[config.mk]
export PLATFORM = sky130hd
export DESIGN_NAME = sensor_frame_deframer_checksum_flat
export DESIGN_NICKNAME = d
export VERILOG_FILES = /design/src/hdl/sfd_pkg.sv /design/src/hdl/sfd_channels_if.sv /design/src/hdl/sensor_frame_deframer_checksum.sv /design/src/flat_wrapper.sv
export SDC_FILE = /design/constraint.sdc
export NUM_CORES = 1
export LEC_CHECK = 0
export BUFFER_PORTS_ARGS = -buffer_cell sky130_fd_sc_hd__buf_2
export CORE_AREA = 2 2 184 186
export DETAILED_ROUTE_END_ITERATION = 10
export DIE_AREA = 0 0 186 188
export PLACE_DENSITY = 0.68
export SYNTH_ARGS = -nofsm -noshare
export SYNTH_HDL_FRONTEND = slang
export SYNTH_SLANG_ARGS = --single-unit
[constraint.sdc]
create_clock -name clk_i -period 14.72 [get_ports clk_i]
set_input_delay 2.944 -clock clk_i [delete_from_list [all_inputs] [get_ports clk_i]]
set_output_delay 2.944 -clock clk_i [all_outputs]
set_load 0.01 [all_outputs]
[src/hdl/sfd_pkg.sv]
// shared types and constants for the sensor frame deframer
package sfd_pkg;

  // position of the last header-phase byte (second length byte)
  localparam logic [3:0] HeadLastPos = 4'd8;
  // smallest legal length field (two checksum bytes, no payload)
  localparam logic [15:0] LenMin = 16'd2;

  // result kinds
  localparam logic KindPayload = 1'b0;
  localparam logic KindFrameEnd = 1'b1;

  // frame phases, one-hot
  typedef enum logic [3:0] {
    S_HEAD = 4'b0001,
    S_DATA = 4'b0010,
    S_CKH  = 4'b0100,
    S_CKL  = 4'b1000
  } state_e;

  // one result beat
  typedef struct packed {
    logic        kind;
    logic [7:0]  payload_byte;
    logic [15:0] payload_index;
    logic [15:0] header_word;
    logic [31:0] device_address;
    logic [7:0]  packet_id;
    logic [15:0] frame_length;
    logic [7:0]  confirmation_code;
    logic [15:0] received_sum;
    logic        checksum_ok;
    logic        malformed;
  } res_t;

endpackage

[src/hdl/sfd_channels_if.sv]
// valid/ready channel interfaces for received bytes and deframer results

// received byte channel
interface sfd_rx_if;
  logic       valid;
  logic       ready;
  logic [7:0] rx_byte;

  modport source (output valid, output rx_byte, input ready);
  modport sink (input valid, input rx_byte, output ready);
endinterface

// deframer result channel
interface sfd_res_if;
  logic        valid;
  logic        ready;
  logic        kind;
  logic [7:0]  payload_byte;
  logic [15:0] payload_index;
  logic [15:0] header_word;
  logic [31:0] device_address;
  logic [7:0]  packet_id;
  logic [15:0] frame_length;
  logic [7:0]  confirmation_code;
  logic [15:0] received_sum;
  logic        checksum_ok;
  logic        malformed;

  modport source (
    output valid, output kind, output payload_byte, output payload_index,
    output header_word, output device_address, output packet_id,
    output frame_length, output confirmation_code, output received_sum,
    output checksum_ok, output malformed, input ready
  );
  modport sink (
    input valid, input kind, input payload_byte, input payload_index,
    input header_word, input device_address, input packet_id,
    input frame_length, input confirmation_code, input received_sum,
    input checksum_ok, input malformed, output ready
  );
endinterface

[src/hdl/sensor_frame_deframer_checksum.sv]
// byte-serial sensor frame deframer with 16-bit sum checksum check
//
// rx_i carries received frame bytes, one per beat: 2 header bytes, 4 address
// bytes, packet id, big-endian length L, L-2 payload bytes and a big-endian
// 16-bit checksum. res_o carries results: one beat per payload byte (kind 0,
// with its index) and one frame-end summary (kind 1) after the last checksum
// byte, or right after the length when L is below two (malformed set).
// Header, address and id bytes give no result.
// Throughput: one byte per cycle while rx_i.ready is high. The per-byte update (capture,
// 16-bit add, index compare) is done in the accepting cycle; a result is
// registered in the output register, or in the skid entry while that one waits.
// The result side is a two-entry buffer (output register plus skid entry):
// bytes keep flowing while one result waits; rx_i.ready drops only when both
// entries are full and the receiver stalls, and rises again the cycle after
// the receiver takes a beat.
// Reset clears the frame position (next byte is a header byte) and empties
// the result buffer; no bytes are taken during reset.
module sensor_frame_deframer_checksum (
  input  logic clk_i,
  input  logic rst_ni,
  sfd_rx_if.sink    rx_i,
  sfd_res_if.source res_o
);

  sfd_pkg::state_e state_q, state_d;
  logic [3:0]      hdr_cnt_q, hdr_cnt_d;
  logic [15:0]     idx_q, idx_d;

  logic [15:0] header_q;
  logic [31:0] addr_q;
  logic [7:0]  pid_q;
  logic [15:0] len_q, len_d;
  logic [15:0] sum_q;
  logic [7:0]  first_q;
  logic [7:0]  sum_hi_q;

  logic          out_valid_q, out_valid_d;
  sfd_pkg::res_t out_q, out_d;
  logic          skid_valid_q, skid_valid_d;
  sfd_pkg::res_t skid_q, skid_d;

  logic          acc;
  logic          take;
  logic          emit;
  sfd_pkg::res_t res_new;
  logic [7:0]    b;
  logic [15:0]   rsum;

  assign b    = rx_i.rx_byte;
  assign acc  = rx_i.valid & rx_i.ready;
  assign take = res_o.valid & res_o.ready;
  assign rx_i.ready = rst_ni & ~skid_valid_q;
  assign rsum = {sum_hi_q, b};
  assign len_d = {len_q[7:0], b};

  // frame sequencing and result building
  always_comb begin
    state_d   = state_q;
    hdr_cnt_d = hdr_cnt_q;
    idx_d     = idx_q;
    emit      = 1'b0;
    res_new   = '0;
    unique case (state_q)
      sfd_pkg::S_HEAD: begin
        hdr_cnt_d = hdr_cnt_q + 4'd1;
        if (hdr_cnt_q == sfd_pkg::HeadLastPos) begin
          hdr_cnt_d = '0;
          idx_d     = '0;
          if (len_d < sfd_pkg::LenMin) begin
            emit                   = 1'b1;
            res_new.kind           = sfd_pkg::KindFrameEnd;
            res_new.header_word    = header_q;
            res_new.device_address = addr_q;
            res_new.packet_id      = pid_q;
            res_new.frame_length   = len_d;
            res_new.malformed      = 1'b1;
          end else if (len_d == sfd_pkg::LenMin) begin
            state_d = sfd_pkg::S_CKH;
          end else begin
            state_d = sfd_pkg::S_DATA;
          end
        end
      end
      sfd_pkg::S_DATA: begin
        emit                  = 1'b1;
        res_new.kind          = sfd_pkg::KindPayload;
        res_new.payload_byte  = b;
        res_new.payload_index = idx_q;
        idx_d                 = idx_q + 16'd1;
        if (idx_q == len_q - 16'd3) begin
          state_d = sfd_pkg::S_CKH;
        end
      end
      sfd_pkg::S_CKH: begin
        state_d = sfd_pkg::S_CKL;
      end
      sfd_pkg::S_CKL: begin
        emit                      = 1'b1;
        res_new.kind              = sfd_pkg::KindFrameEnd;
        res_new.header_word       = header_q;
        res_new.device_address    = addr_q;
        res_new.packet_id         = pid_q;
        res_new.frame_length      = len_q;
        res_new.confirmation_code = (len_q > sfd_pkg::LenMin) ? first_q : 8'd0;
        res_new.received_sum      = rsum;
        res_new.checksum_ok       = (rsum == sum_q);
        state_d                   = sfd_pkg::S_HEAD;
      end
      default: begin
        state_d = sfd_pkg::S_HEAD;
      end
    endcase
  end

  // result buffer: output register plus one skid entry
  always_comb begin
    out_valid_d  = out_valid_q;
    out_d        = out_q;
    skid_valid_d = skid_valid_q;
    skid_d       = skid_q;
    if (!out_valid_q || take) begin
      if (skid_valid_q) begin
        out_valid_d  = 1'b1;
        out_d        = skid_q;
        skid_valid_d = 1'b0;
      end else if (acc && emit) begin
        out_valid_d = 1'b1;
        out_d       = res_new;
      end else begin
        out_valid_d = 1'b0;
      end
    end else if (acc && emit) begin
      skid_valid_d = 1'b1;
      skid_d       = res_new;
    end
  end

  // control state
  always_ff @(posedge clk_i or negedge rst_ni) begin
    if (!rst_ni) begin
      state_q      <= sfd_pkg::S_HEAD;
      hdr_cnt_q    <= '0;
      idx_q        <= '0;
      out_valid_q  <= 1'b0;
      skid_valid_q <= 1'b0;
    end else begin
      if (acc) begin
        state_q   <= state_d;
        hdr_cnt_q <= hdr_cnt_d;
        idx_q     <= idx_d;
      end
      out_valid_q  <= out_valid_d;
      skid_valid_q <= skid_valid_d;
    end
  end

  // captured fields, running sum and result payloads
  always_ff @(posedge clk_i) begin
    out_q  <= out_d;
    skid_q <= skid_d;
    if (acc) begin
      case (state_q)
        sfd_pkg::S_HEAD: begin
          if (hdr_cnt_q < 4'd2) begin
            header_q <= {header_q[7:0], b};
          end else if (hdr_cnt_q < 4'd6) begin
            addr_q <= {addr_q[23:0], b};
          end else if (hdr_cnt_q == 4'd6) begin
            pid_q <= b;
          end else if (hdr_cnt_q == 4'd7) begin
            len_q <= {8'd0, b};
          end else begin
            len_q   <= len_d;
            sum_q   <= {8'd0, pid_q} + len_d;
            first_q <= 8'd0;
          end
        end
        sfd_pkg::S_DATA: begin
          sum_q <= sum_q + {8'd0, b};
          if (idx_q == 16'd0) begin
            first_q <= b;
          end
        end
        sfd_pkg::S_CKH: begin
          sum_hi_q <= b;
        end
        default: begin
        end
      endcase
    end
  end

  // result port
  assign res_o.valid             = out_valid_q;
  assign res_o.kind              = out_q.kind;
  assign res_o.payload_byte      = out_q.payload_byte;
  assign res_o.payload_index     = out_q.payload_index;
  assign res_o.header_word       = out_q.header_word;
  assign res_o.device_address    = out_q.device_address;
  assign res_o.packet_id         = out_q.packet_id;
  assign res_o.frame_length      = out_q.frame_length;
  assign res_o.confirmation_code = out_q.confirmation_code;
  assign res_o.received_sum      = out_q.received_sum;
  assign res_o.checksum_ok       = out_q.checksum_ok;
  assign res_o.malformed         = out_q.malformed;

  // skid entry is only used behind a full output register
  a_skid_behind_out: assert property (@(posedge clk_i) disable iff (!rst_ni)
    skid_valid_q |-> out_valid_q)
    else $error("skid entry valid while output register empty");

  // a payload beat always leaves a result in the buffer
  a_payload_lands: assert property (@(posedge clk_i) disable iff (!rst_ni)
    (acc && state_q == sfd_pkg::S_DATA) |=> out_valid_q)
    else $error("payload byte accepted but no result buffered");

  // header counter never runs past the second length byte
  a_hdr_cnt_range: assert property (@(posedge clk_i) disable iff (!rst_ni)
    hdr_cnt_q <= sfd_pkg::HeadLastPos)
    else $error("header byte counter out of range");

endmodule

[src/flat_wrapper.sv]
// flat-port wrapper written by rule: the top's interface ports become plain ports
module sensor_frame_deframer_checksum_flat 
  (clk_i, rst_ni, rx_i_valid, rx_i_rx_byte, rx_i_ready, res_o_valid, res_o_kind, res_o_payload_byte, res_o_payload_index, res_o_header_word, res_o_device_address, res_o_packet_id, res_o_frame_length, res_o_confirmation_code, res_o_received_sum, res_o_checksum_ok, res_o_malformed, res_o_ready);
  sfd_rx_if rx_i_i ();
  sfd_res_if res_o_i ();
  input  logic clk_i;
  input  logic rst_ni;
  input wire logic [$bits(rx_i_i.valid)-1:0] rx_i_valid;
  input wire logic [$bits(rx_i_i.rx_byte)-1:0] rx_i_rx_byte;
  output wire logic [$bits(rx_i_i.ready)-1:0] rx_i_ready;
  output wire logic [$bits(res_o_i.valid)-1:0] res_o_valid;
  output wire logic [$bits(res_o_i.kind)-1:0] res_o_kind;
  output wire logic [$bits(res_o_i.payload_byte)-1:0] res_o_payload_byte;
  output wire logic [$bits(res_o_i.payload_index)-1:0] res_o_payload_index;
  output wire logic [$bits(res_o_i.header_word)-1:0] res_o_header_word;
  output wire logic [$bits(res_o_i.device_address)-1:0] res_o_device_address;
  output wire logic [$bits(res_o_i.packet_id)-1:0] res_o_packet_id;
  output wire logic [$bits(res_o_i.frame_length)-1:0] res_o_frame_length;
  output wire logic [$bits(res_o_i.confirmation_code)-1:0] res_o_confirmation_code;
  output wire logic [$bits(res_o_i.received_sum)-1:0] res_o_received_sum;
  output wire logic [$bits(res_o_i.checksum_ok)-1:0] res_o_checksum_ok;
  output wire logic [$bits(res_o_i.malformed)-1:0] res_o_malformed;
  input wire logic [$bits(res_o_i.ready)-1:0] res_o_ready;
  assign rx_i_i.valid = rx_i_valid;
  assign rx_i_i.rx_byte = rx_i_rx_byte;
  assign rx_i_ready = rx_i_i.ready;
  assign res_o_valid = res_o_i.valid;
  assign res_o_kind = res_o_i.kind;
  assign res_o_payload_byte = res_o_i.payload_byte;
  assign res_o_payload_index = res_o_i.payload_index;
  assign res_o_header_word = res_o_i.header_word;
  assign res_o_device_address = res_o_i.device_address;
  assign res_o_packet_id = res_o_i.packet_id;
  assign res_o_frame_length = res_o_i.frame_length;
  assign res_o_confirmation_code = res_o_i.confirmation_code;
  assign res_o_received_sum = res_o_i.received_sum;
  assign res_o_checksum_ok = res_o_i.checksum_ok;
  assign res_o_malformed = res_o_i.malformed;
  assign res_o_i.ready = res_o_ready;
  sensor_frame_deframer_checksum u_core (.clk_i(clk_i), .rst_ni(rst_ni), .rx_i(rx_i_i), .res_o(res_o_i));
endmodule
Yosys cells after proc, flatten, opt, wreduce, memory -nomap -nowiden
Cells that the tools add are included.
{"block": "totals", "register_bits": 376, "inputBits": 12, "output_inout_bits": 125, "elab_cells": 126}
{"block": "classes", "add_sub_neg": 5, "order_cmp": 4, "n_eq_ne": 18, "n_mux": 36, "bitwise_logic": 8, "reduce_logical": 20}
{"op": "$mux W123", "n": 2}
{"op": "$mux W72", "n": 2}
{"op": "$pmux W72 S2", "n": 1}
{"op": "$mux W16", "n": 5}
{"op": "$pmux W16 S2", "n": 2}
{"op": "$mux W8", "n": 6}
{"op": "$eq A16 B16 Y1", "n": 2}
{"op": "$mux W25", "n": 1}
{"op": "$mux W24", "n": 1}
{"op": "$add A16 B1 Y16 const B", "n": 1}
{"op": "$add A16 B8 Y16", "n": 1}
{"op": "$add A8 B16 Y16", "n": 1}
{"op": "$eq A16 B2 Y1 const B", "n": 1}
{"op": "$gt A16 B2 Y1 const B", "n": 1}
{"op": "$logic_not A16 Y1", "n": 1}
{"op": "$lt A16 B2 Y1 const B", "n": 1}
{"op": "$mux W4", "n": 4}
{"op": "$pmux W8 S2", "n": 1}
{"op": "$sub A16 B2 Y16 const B", "n": 1}
{"op": "$eq A4 B3 Y1 const B", "n": 3}
{"op": "$pmux W4 S3", "n": 1}
{"op": "$ne A2 B2 Y1 const B", "n": 5}
{"op": "$reduce_and A5 Y1", "n": 2}
{"op": "$eq A4 B4 Y1 const B", "n": 2}
{"op": "21 further kinds", "n": 43}

Depth between registers and ports, before layout
Gate-level depths: netlist of run 1.
{"block": "logic_depth", "ltp_word": 7, "mapped_depth": 11, "mapped_depth_nobuf": 10}

Worst setup path after synthesis of run 1
No wires, ideal clock.
{"block": "synth_path", "path_kind": "input to register", "from": "in rx_i_rx_byte[6]", "to": "reg u_core.out_q, in the netlist u_core.res_o.checksum_ok (enable)", "setup_time_ns": 0.621, "arrival_time_ns": 9.669, "t_required_ns": 14.099, "path_slack_ns": 4.430, "path_stages": 8, "path_buffers": 1, "path_cell_list": "nor4b_1 nand4_1 nor4_4 or2_4 buf_8 o21ai_2 nor2b_4 nor2b_1"}
{"block": "synth_between", "elab_chain_len": 7}
{"item": "start: declaration", "line_no": "flat_wrapper.sv:9", "text": "input wire logic [$bits(rx_i_i.rx_byte)-1:0] rx_i_rx_byte;"}
{"item": "$lt A16 B2 Y1", "line_no": "sensor_frame_deframer_checksum.sv:69", "text": "if (len_d < sfd_pkg::LenMin) begin"}
{"item": "$mux W1", "line_no": "sensor_frame_deframer_checksum.sv:69"}
{"item": "$mux W1", "line_no": "sensor_frame_deframer_checksum.sv:66", "text": "if (hdr_cnt_q == sfd_pkg::HeadLastPos) begin"}
{"item": "$pmux W1 S2", "line_no": "sensor_frame_deframer_checksum.sv:63", "text": "unique case (state_q)"}
{"item": "$logic_and A1 B1 Y1", "line_no": "sensor_frame_deframer_checksum.sv:126", "text": "end else if (acc && emit) begin"}
{"item": "$reduce_bool A2 Y1 (no source line)"}
{"item": "$reduce_and A2 Y1 (no source line)"}
{"item": "end signal: assignment", "line_no": "sensor_frame_deframer_checksum.sv:159", "text": "out_q <= out_d;"}
{"item": "end: declaration", "line_no": "sensor_frame_deframer_checksum.sv:38", "text": "sfd_pkg::res_t out_q, out_d;"}
Every way passes these cells.
A chain may end at the register's enable or synchronous reset.

Final worst setup path of run 1
{"block": "layout_path", "from": "in rx_i_rx_byte[2]", "to": "reg u_core.out_q, in the netlist u_core.res_o.packet_id[6] (enable)"}
Same word-level chain as after synthesis.

==> results.md, run 1 <==
CTS:
- The number of gates resized after CTS was 0.
- The post-CTS setup-driven buffer insertion count is 0.
- Buffers inserted during clock tree synthesis total 39.
- After clock tree synthesis, the flow added hold-fix buffers numbering 0.
- TritonCTS built the clock tree.
- The count of H-tree levels built during CTS is 2.
- The clock input transition at the sequential cells of the worst setup and hold paths is 60 ps.
- The clock root buffer is clkbuf_16.
- In this run the deepest clock path goes through 3 buffers.
- The clock insertion delay at the later pin of the skew report is 530 ps.
- The CTS sink count is around 380.

Placed design:
- After detailed placement, the design holds a cell count of 1617.
- The number of buffers added on ports is 136.
- The placer's final routability congestion estimate is 0.913.
- Summed over all nets, the half-perimeter wirelength after detailed placement is 20800 microns.

Synth:
- The synthesized area is 16300 sq um.
- For this run, asynchronously set or reset flops after synthesis account for 6.91%.
- The main combinational cell family by area after synthesis is simple AND/OR/NAND/NOR gates.
- In this run, synthesis inferred between 300 and 400 flip-flops with an integrated enable.
- The multiplexer area fraction after synthesis is 8.79%.
- By count the netlist is led by 350 x edfxtp_1, 122 x and2_1, 118 x mux2_2.
- The gate count after technology mapping is ~1100.
- The compound-gate portion of the synthesized area is roughly 3.6%.
- In the post-synthesis netlist, the cell with the most instances is edfxtp_1.
- Counting flops and latches in the post-synthesis netlist gives 376.
- Sorting the synthesized cells by area gives the leading types as edfxtp_1 65%, mux2_2 8.2%, and2_1 4.7%, dfrtp_1 3.8%, xnor2_1 2.2%.
- The number of library cell types mapped by synthesis is 68.
- After Yosys synthesis, full adders, half adders and majority gates account for roughly 2.1% of the synthesized area.
- The number of nets handed over by synthesis was approximately 1100.
- The leading register cell type out of synthesis is edfxtp_1.
- For this run, the number of Yosys warnings is 0.
- The area share of and/or/nand/nor cells after synthesis is 11.4%.
- In this run the mean area of a mapped cell was 15.2 sq um.
- After Yosys synthesis, XOR and XNOR cells account for 3.60% of the synthesized area.
- The sequential element share of the synthesized area is between 60% and 70%.
- The share of Yosys cell area claimed by the top area cell type is 64.5%.
- Of all cell types, the one taking the most synthesized area is edfxtp_1.

Detailed routing:
- The routed layout has 8930 vias.
- Using the TritonRoute via totals, the vias-per-cell ratio works out to between 5 and 6.
- The DRC marker count from the first detailed-route iteration is between 700 and 800.
- The number of remaining DRC errors is 0.
- The routed wire length per instance is 19.2 microns.
- The count of nets left with antenna violations once routing finished came out at 0.
- The number of detailed-route iterations in the first pass is 7.
- The overall routed net length is 32400 microns.

Timing:
- Between clock sinks in the finished design, the worst skew comes to 16.8 ps.
- The total of endpoints with negative setup slack in the final report is 0.
- For the final routed database, the setup TNS stands at 0 ps.
- The worst path needs a little under 7000 ps of the cycle, external delays included.
- The worst pin sits at a relative slew slack of 25.1%.
- The max-slew violation count came to 0.
- At the pin with the least slew margin, the transition time is 1110 ps.
- The share of the clock period used by the worst path is 46.2%.
- The hold violation count in the final report came to 0.
- The upper clock frequency limit is ~150 MHz.
- Setup repair after global routing left no endpoint under its margin.

Floorplan:
- The floorplan step set the die width to 186 microns.
- The floorplan step defined a die boundary enclosing 35000 sq um.
- The floorplan step set the die height to 188 microns.
- The number of primary I/O pins is around 140.
- The row count is 67.
- The core region is 33100 sq um.
- The initial utilization of the core area, before any placement, comes to 49.2%.

Global route:
- The initial antenna violation count is 0.
- The number of global-route vias before repair is between 8000 and 9000.
- The pin count of the biggest net entering global routing is 73.
- The total global routing overflow is 0.
- The first-pass GRT wire length is 50700 microns.
- In the global route stage, overall resource usage came out at 18.8%.

Setup path:
- The critical path is of the in -> reg type.
- The category of the worst setup path capture point is a register.
- The worst setup path startpoint is rx_i_rx_byte[2].
- The critical path data arrival time is just under 7000 ps.
- The setup slack of the most critical reg-to-reg path is 9690 ps.
- The worst register-to-register path ends at u_core.res_o.packet_id[6].
- The capturing instance or port of the critical path is u_core.res_o.packet_id[6].
- In this run the worst path has a maximum fanout of 62.
- The number of cells on the worst reg-to-reg path is 9.
- The data required time at the worst endpoint is 14870 ps.
- The element type at the critical path start is an input pin.
- The startpoint identified for the worst register-to-register timing path is u_core.len_q[4].

Cells and area:
- The final instance count without filler cells is roughly 1700.
- The synthesis-to-layout area growth is 14.6%.
- The final-stage net count is around 1200.
- The ratio of cells with drive above 1 in the final layout is 28.7%.
- The number of antenna diodes is 0.

Power:
- The logic gate share of total power is 8.1%.
- The part of the power in registers is 52.3%.
- The static leakage power is about 6.9 nW.
- The switching power share of the total is 22.6%.
- The worst voltage drop across the vdd grid is 0.0805 mV.
- For this design the ratio of total power to cell area is 129 nW/um^2.
- Cell internal power was estimated by the tool at 1.87 mW.
- In this run the power spent charging and discharging nets is 544 uW.
- The clock network burns 39.6% of the power.

Run:
- The max-capacitance violation count is 0.

Run status:
- The run finished with clean final reports.

Worst hold path:
- The kind of path behind the tightest hold check is reg -> reg.
power groups by stage:
stage               sequential, mW  clock (mW)  combinational (mW)
finish                        1.26       0.954               0.194
global route                  1.27        1.01               0.217
CTS                           1.26       0.975               0.197
detailed placement            1.28           0               0.196
global placement              1.28           0               0.191
floorplan                     1.28           0               0.132
metal layers:
layer  vias to the layer above  routed length (microns)  track usage [%]
met5                         -                        0                0
met4                         0                      865             6.03
li1                       4251                        -                -
met1                      4430                    14600             25.5
met3                        55                     1140             2.68
met2                       194                    15800             31.2
registers in the layout, summed over array words and instances, names as in the netlist, 16 cells and up:
signal,flops
u_core.sum_q,16
u_core.res_o.received_sum,16
u_core.skid_q,123
u_core.res_o.frame_length,16
u_core.addr_q,32
u_core.res_o.device_address,32
u_core.res_o.header_word,16
u_core.idx_q,16
u_core.len_q,16
u_core.header_q,16
u_core.res_o.payload_index,16
cell usage in the layout, fill, tap and decap left out, types with 17 or more instances in the layout:
cell,instances
xnor2_1,41
nor3_1,21
inv_1,17
dfrtp_1,24
nand2_1,30
edfxtp_1,350
buf_2,136
xor2_1,26
ha_1,24
mux2_2,118
o21ai_0,20
nor2_1,49
and2_1,122
clkbuf_16,40
a21oi_1,24
through the flow:
stage,total power [mW],hold WS (ps),instance area [sq um],util [%],setup slack [ps]
4_1_cts,2.43,437,18700,56.4,7810
2_1_floorplan,1.41,417,16300,-,4430
3_3_place_gp,1.47,419,17400,52.6,7530
6_report,2.41,437,18700,56.4,7930
5_1_grt,2.49,452,18700,56.4,7610
3_5_place_dp,1.48,424,17400,52.6,7250
worst max-delay path: stages:
cell and delay, ps:
buf_2 210, nor4b_1 330, nand4_1 240, nor4_4 380
or2_4 570, o21ai_2 170, nor2b_4 170, nor2b_4 550
buf_4 570, buf_4 710
layout make-up:
cell class | instances | area (sq um)
clock inverter | 21 | 185
sequential | 376 | 11200
fill | 2630 | 14500
multi-input combinational | 626 | 4850
clock buffer | 49 | 1050
timing repair buffer | 150 | 786
tap | 448 | 561
inverter | 17 | 63.8
kinds of logic after synthesis:
group,Yosys count
xor+xnor,67
simple gates,315
flops,376
fa+ha+maj,26
buf+inv,70
mux,128
compound gates,90
worst min-delay path by stage:
stage                                 start           endpoint  slack (ps)  cells after the start
after floorplan            u_core.addr_q[2]  u_core.addr_q[10]         420                      0
after global placement     u_core.addr_q[8]  u_core.addr_q[16]         420                      0
after detailed placement   u_core.addr_q[1]   u_core.addr_q[9]         420                      0
after CTS                  u_core.addr_q[1]   u_core.addr_q[9]         440                      0
after global routing      u_core.addr_q[10]  u_core.addr_q[18]         450                      0
final                      u_core.addr_q[1]   u_core.addr_q[9]         440                      0
(Power assumes the default switching activity.)
==> run 2: changes to the inputs <==
PLACE_DENSITY = 0.71   (was 0.68)
clock period = 5.9 ns   (was 14.72 ns; I/O delays follow)
==> run 2 against run 1 <==
Worst setup slack got worse by 6000 ps. Via count grew 0.57%. Clock-buffer cell count is 2 higher. Sequential cell count unchanged. Critical path type unchanged. Critical endpoint is now u_core.res_o.received_sum[9].
==> results.md, run 2 (synthesis gave the netlist of run 1 again) <==
Setup path:
- The critical path data arrival time is 4220 ps (-2720 ps).
- The critical path in this run is classified as in -> reg.
- In this design, the largest share of critical-path delay is due to simple AND/OR/NAND/NOR gates.
- The sum of buffers and inverters on the critical path is 2 (-1).
- The depth of the worst register-to-register path is 8 (-1).
- The worst setup path is launched from an input pin.
- The capturing point of the worst reg2reg path is u_core.res_o.received_sum[9].
- The slowest stage of the critical path belongs to the cell nor2b_4.
- Walking the worst path, the cells encountered are buf_2 -> nor4b_1 -> nand4_1 -> nor4_4 -> or2_4 -> o21ai_2 -> nor2b_4 -> nor2b_4 -> buf_12.
- The data required time at the worst endpoint is 6100 ps (-8770 ps).
- The maximum cell stage delay along the critical path is 630 ps (-80 ps).
- The category of the worst setup path capture point is a register.
- The cell that appears most often on the critical path is nor2b_4.
- The startpoint of the lowest-slack register-to-register path is u_core.len_q[4].
- The setup slack of the most critical reg-to-reg path was 1920 ps (-7770 ps).
- The logic depth of the worst path, buffers included is 9 (-1).
- The maximum fanout count along the critical path came to 59 (-4.8%).

Floorplan:
- The area of the die is 35000 sq um (unchanged).
- The die boundary width is 186 microns (unchanged).
- The row count is 67 (unchanged).
- The effective utilization at floorplan is 49.2% (unchanged).
- The placeable core region is 33100 sq um (unchanged).
- The chip height is 188 microns (unchanged).
- The number of primary I/O pins came to 137 (unchanged).

CTS:
- The CTS sink count was 376 (unchanged).
- The number of gates resized after cts was 0 (unchanged).
- The number of buffers inserted for hold repair after clock tree synthesis came to 0 (unchanged).
- The clock root buffer is clkbuf_16.
- The worst-case clock buffer depth is 3 (unchanged).
- The post-CTS setup-driven buffer insertion count is 0 (unchanged).
- TritonCTS built the clock tree.
- The clock insertion delay at the later pin of the skew report is 520 ps (about the same).
- The count of H-tree levels built during CTS is 2 (unchanged).
- The clock input transition at the sequential cells of the worst setup and hold paths was 60 ps (about the same).
- The number of buffers inserted during clock tree synthesis was 39 (unchanged).

Timing:
- The worst path in the final design needs a cycle of roughly 4000 ps, including I/O delays and setup.
- The max-slew violation count is 0 (unchanged).
- The relative slew slack is 31.3% (+6.2 points).
- The pin slew with the least headroom to its limit was 1030 ps (-83.3 ps).
- The summed negative setup slack over all endpoints is 0 ps (unchanged).
- The hold violation count in the final report is 0 (unchanged).
- The share of the clock period used by the worst path is 68.1%.
- The setup skew after layout is 13.9 ps (-2.92 ps).
- Setup repair after global routing left no endpoint under its margin.
- Static timing analysis puts the maximum clock frequency at 249 MHz.
- The total of endpoints with negative setup slack in the final report was 0 (unchanged).

Cells and area:
- The synthesis-to-layout area growth is 15.1%.
- The number of fill cells in the layout is 2631 (+0.038%).
- The final-stage net count is 1251 (+0.24%).
- The final instance count without filler cells is 1688 (+0.059%).
- The ratio of cells with drive above 1 in the final layout was 29.0% (+0.38 points).
- Leaving out fill and tap cells, the most frequent cells in the layout are 350 x edfxtp_1, 136 x buf_2, 122 x and2_1.
- Ranked by flip-flop count, first place goes to u_core.skid_q.
- The number of flip-flops in the largest register is 123 (unchanged).
- The leading cell type in the layout, fill and taps excluded is edfxtp_1.
- The number of antenna diodes was 0 (unchanged).

Worst hold path:
- The worst hold path stage count is 0 (unchanged).
- The tightest min-delay check is of the reg -> reg type.
- The worst hold path begins at u_core.addr_q[14].
- The path with the worst hold slack has its endpoint at u_core.addr_q[22].

Global route:
- The combined global-route utilization of all metal layers is 18.5% (-0.23 points).
- The first-pass GRT wire length is 50300 microns (-0.83%).
- The total global routing overflow was 0 (unchanged).
- The number of global-route vias before repair came to 8916 (-0.91%).
- The initial antenna violation count came to 0 (unchanged).
- The pin count of the biggest net entering global routing was 77 (+5.5%).

Placed design:
- The number of buffers added on ports is 136 (unchanged).
- The half-perimeter wire length after detailed placement is 20600 microns (-1.3%).
- The placer's final routability congestion estimate is 0.871 (-4.5%).
- The total instance count after detailed placement is 1620 (+0.19%).

Power:
- The cell area power density is 321 nW/um^2 (+150%).
- The worst voltage drop across the vdd grid was 0.226 mV (+180%).
- The static leakage power is 6.99 nW (+0.66%).

Detailed routing:
- The number of vias after detailed routing came to 8981 (+0.57%).
- The DRC marker count from the first detailed-route iteration came to 750 (+3.0%).
- The routed wire length per instance is 19.0 microns (-0.97%).
- The overall routed net length is 32100 microns (-0.91%).
- The number of nets with antenna violations after routing is 0 (unchanged).
- The number of remaining DRC errors is 0 (unchanged).
- The number of detailed-route iterations in the first pass is 5 (-2).
- The per-cell via count in the routed design is 5.32 (+0.51%).

Run status:
- The run finished with clean final reports.

Run:
- The max-capacitance violation count is 0 (unchanged).
-- run 2: cell count changes in the layout (fill, tap and decap cells not counted) --
| cell | delta |
|---|---|
| clkinv_4 | +1 |
| buf_4 | -2 |
| clkinvlp_4 | -2 |
| inv_6 | -3 |
| bufinv_16 | -1 |
| clkinv_2 | +5 |
| clkbuf_16 | +2 |
| buf_12 | +5 |
| clkinv_1 | -4 |
-- run 2: through the flow --
stage / hold WS [ps] / setup slack, ps / utilization (%) / cell area, sq um / total power, mW
6_report: 436 / 1880 / 56.6 / 18700 / 6.02
5_1_grt: 452 / 1660 / 56.6 / 18700 / 6.24
4_1_cts: 440 / 1850 / 56.6 / 18700 / 6.07
3_5_place_dp: 425 / 1370 / 52.9 / 17500 / 3.70
3_3_place_gp: 419 / 1430 / 52.9 / 17500 / 3.68
2_1_floorplan: 417 / 1140 / - / 16300 / 3.52
-- run 2: layout make-up --
class	instances	area (sq um)	area share, %
clock buffer	51	1100	5.89
sequential	376	11200	59.6
tap	448	561	2.99
clock inverter	17	133	0.708
timing repair buffer	153	871	4.65
inverter	17	63.8	0.340
multi-input combinational	626	4850	25.9
-- run 2: worst max path at each step --
stage / start / endpoint / slack (ps)
after floorplan: rx_i_rx_byte[6] / u_core.res_o.checksum_ok / 1140
after global placement: rx_i_rx_byte[6] / u_core.res_o.received_sum[9] / 1430
after detailed placement: rx_i_rx_byte[2] / u_core.res_o.received_sum[8] / 1370
after CTS: rx_i_rx_byte[2] / u_core.res_o.confirmation_code[7] / 1850
after global routing: rx_i_rx_byte[2] / u_core.res_o.received_sum[9] / 1660
final: rx_i_rx_byte[2] / u_core.res_o.received_sum[9] / 1880
-- run 2: routing by layer --
layer  vias up  share of wire [%]  global-route usage, %
li1       4256                  -                      -
met1      4447                 45                   25.8
met2       216                 48                   30.1
met3        62                4.0                   2.99
met4         0                2.6                   5.57
met5         -                  0                      0
-- run 2: report_power, final --
group / internal [mW] / switching (mW)
logic: 0.211 / 0.285
clock network: 1.40 / 0.969
registers: 3.05 / 0.0977
-- run 2: worst register-to-register path, cell delays in order (launching register included) --
cell and delay, ps:
edfxtp_1 560, nor4_2 570, nand4_1 270, nor4_4 350, or2_4 550, o21ai_2 180, nor2b_4 170, nor2b_4 630
buf_12 330
==> run 3: changes to the inputs <==
PLACE_DENSITY = 0.68   (was 0.71)
clock period = 4.01 ns   (was 5.9 ns; I/O delays follow)
==> run 3 against run 2 <==
First-iteration DRC count rose by 10%. Sequential share of layout area fell by 0.051 points. Critical endpoint is now u_core.res_o.received_sum[14]. Via count fell by 0.57%. Sequential power rose by 47%. Die area did not move.
==> results.md, run 3 (synthesis gave the netlist of run 1 again) <==
Cells and area:
- The number of flip-flops in the largest register is 123 (unchanged).
- The synthesis-to-layout area growth is 15.2% (about the same).
- The fraction of the core area covered by cells at the end of the flow is 56.7% (about the same).
- The number of antenna diodes is 0 (unchanged).
- The final instance count without filler cells is 1696 (+0.47%).
- The library cell used most frequently in the layout, excluding fill and tap cells, is edfxtp_1.
- The top cell types in the final layout, fill and taps aside, are 350 x edfxtp_1, 136 x buf_2, 122 x and2_1.
- The final design instance area without fill was 18800 sq um (about the same).
- The register ranked first by flip-flop count is u_core.skid_q.
- The final-stage net count is 1259 (+0.64%).
- The ratio of cells with drive above 1 in the final layout was 28.9% (-0.11 points).

Placed design:
- The half-perimeter wire length after detailed placement is 20400 microns (-0.73%).
- The post-detailed-placement cell area is 17600 sq um (+0.36%).
- The placer's final routability congestion estimate was 0.865 (-0.78%).
- The total instance count after detailed placement is 1629 (+0.56%).
- The number of buffers added on ports is 136 (unchanged).

Power:
- The design internal power is 6.78 mW (+45%).
- The power spent charging and discharging nets is 2.00 mW (+48%).
- The cell area power density came to 468 nW/um^2 (+46%).
- The switching power share of the total was 22.8% (+0.34 points).
- The worst voltage drop across the vdd grid was 0.262 mV (+16%).
- The static leakage power is 6.98 nW (about the same).
- The logic gate share of total power is 8.4% (+0.2 points).
- The part of the power in the clock network came to 38.9% (-0.5 points).
- The part of the power in registers came to 52.6% (+0.3 points).

Floorplan:
- The chip height was 188 microns (unchanged).
- The number of primary I/O pins is 137 (unchanged).
- The row count is 67 (unchanged).
- The die boundary width is 186 microns (unchanged).
- The effective utilization at floorplan is 49.2% (unchanged).
- The area of the die is 35000 sq um (unchanged).
- The placeable core region was 33100 sq um (unchanged).

Detailed routing:
- The number of vias after detailed routing is 8930 (-0.57%).
- The routed wire length per instance came to 18.9 microns (-0.47%).
- The number of remaining DRC errors is 0 (unchanged).
- The number of detailed-route iterations in the first pass came to 4 (-1).
- The DRC marker count from the first detailed-route iteration is 828 (+10%).
- The number of nets with antenna violations after routing is 0 (unchanged).
- The per-cell via count in the routed design is 5.27 (-1.0%).
- The overall routed net length is 32100 microns (about the same).

Timing:
- The relative slew slack is 26.2% (-5.2 points).
- The total of endpoints with negative setup slack in the final report was 0 (unchanged).
- The hold violation count in the final report is 0 (unchanged).
- The pin slew with the least headroom to its limit is 1110 ps (+77.4 ps).
- The setup skew after layout came to 26.4 ps (+12.5 ps).
- The max-slew violation count was 0 (unchanged).
- Setup repair after global routing left no endpoint under its margin.
- Counting I/O delays and the setup requirement, the final critical path takes 3290 ps.
- The worst hold slack is 160 ps (-276 ps).
- After layout, the worst path uses 82.0% of the clock period.
- Based on the critical path, the design can be clocked at up to just over 300 MHz.

Setup path:
- In this run the critical register-to-register path is launched from u_core.len_q[5].
- The worst setup path is launched from a register.
- The setup slack of the most critical reg-to-reg path is 720 ps (-1200 ps).
- The critical path in this run is classified as reg -> reg.
- The maximum fanout count along the critical path was 79 (+34%).
- In this run the critical register-to-register path is captured at u_core.res_o.received_sum[14].
- The data required time at the worst endpoint came to 4180 ps (-1920 ps).
- The critical path ends at u_core.res_o.received_sum[14].
- The worst setup path startpoint is u_core.len_q[5].
- The depth of the worst register-to-register path is 8 (unchanged).
- The worst setup path is captured at a register.
- The critical path data arrival time was 3460 ps (-760 ps).

Global route:
- The number of global-route vias before repair is 8837 (-0.89%).
- The pin count of the biggest net entering global routing is 80 (+3.9%).
- The combined global-route utilization of all metal layers is 18.6% (+0.064 points).
- The total global routing overflow is 0 (unchanged).
- The first-pass GRT wire length was 50400 microns (+0.11%).
- The initial antenna violation count is 0 (unchanged).

CTS:
- The post-CTS setup-driven buffer insertion count is 0 (unchanged).
- The count of H-tree levels built during CTS was 2 (unchanged).
- The tree is rooted in a clkbuf_16.
- The clock input transition at the sequential cells of the worst setup and hold paths is 60 ps (about the same).
- The worst-case clock buffer depth came to 3 (unchanged).
- The number of buffers inserted for hold repair after clock tree synthesis is 0 (unchanged).
- The number of buffers inserted during clock tree synthesis is 38 (-2.6%).
- The CTS sink count came to 376 (unchanged).
- The number of gates resized after cts came to 0 (unchanged).
- The clock insertion delay at the later pin of the skew report is 540 ps (+20 ps).
- The TritonCTS clock tree is yes.

Run:
- The max-capacitance violation count was 0 (unchanged).

Worst hold path:
- The path class of the tightest hold or removal check is in -> async.

Run status:
- The flow ran to the end, and the final reports show no timing, DRC or antenna violations.
## run 3: power groups by stage
stage          clock [mW]  sequential, mW  combinational (mW)
2_1_floorplan           0            4.68               0.491
3_3_place_gp            0            4.70               0.728
3_5_place_dp            0            4.70               0.741
4_1_cts              3.49            4.62               0.750
5_1_grt              3.64            4.65               0.827
6_report             3.42            4.62               0.740
## run 3: routing by layer
layer  vias to the layer above  GRT usage (%)  share of wire [%]
met1                      4436           26.9                 47
met5                         -              0                  0
li1                       4271              -                  -
met3                        41           2.91                4.0
met2                       182           29.4                 47
met4                         0           5.09                2.0
## run 3: area by class of cell
cell class,instances,area (sq um)
clock buffers,49,1010
flip-flops and latches,376,11200
multi-input cells,626,4870
fillers,2603,14400
well taps,448,561
clock inverters,18,178
inverters,17,63.8
repair buffers,162,913
## run 3: critical path: stages (launching register included)
cell      delay, ps
edfxtp_1        570
nor4_2          570
nand4_1         310
nor4_4          380
or2_4           220
o21ai_4          70
nor2b_4         160
nor2b_4         200
buf_12          360
## run 3: through the flow
step                TNS [ps]  setup WS [ps]  power, mW
floorplan             -60670           -333       5.18
global placement           0            719       5.43
detailed placement         0            638       5.45
CTS                        0            738       8.87
global route               0            468       9.11
finish                     0            720       8.78
## run 3: worst min-delay path by stage
| stage | from | end | slack (ps) | cells past startpoint |
|---|---|---|---|---|
| 6_report | rst_ni | u_core.res_o.valid | 160 | 1 |
| 5_1_grt | rst_ni | u_core.res_o.valid | 160 | 1 |
| 4_1_cts | rst_ni | u_core.res_o.valid | 150 | 1 |
| 3_5_place_dp | u_core.addr_q[8] | u_core.addr_q[16] | 420 | 0 |
| 3_3_place_gp | u_core.addr_q[17] | u_core.addr_q[25] | 420 | 0 |
| 2_1_floorplan | u_core.addr_q[2] | u_core.addr_q[10] | 420 | 0 |
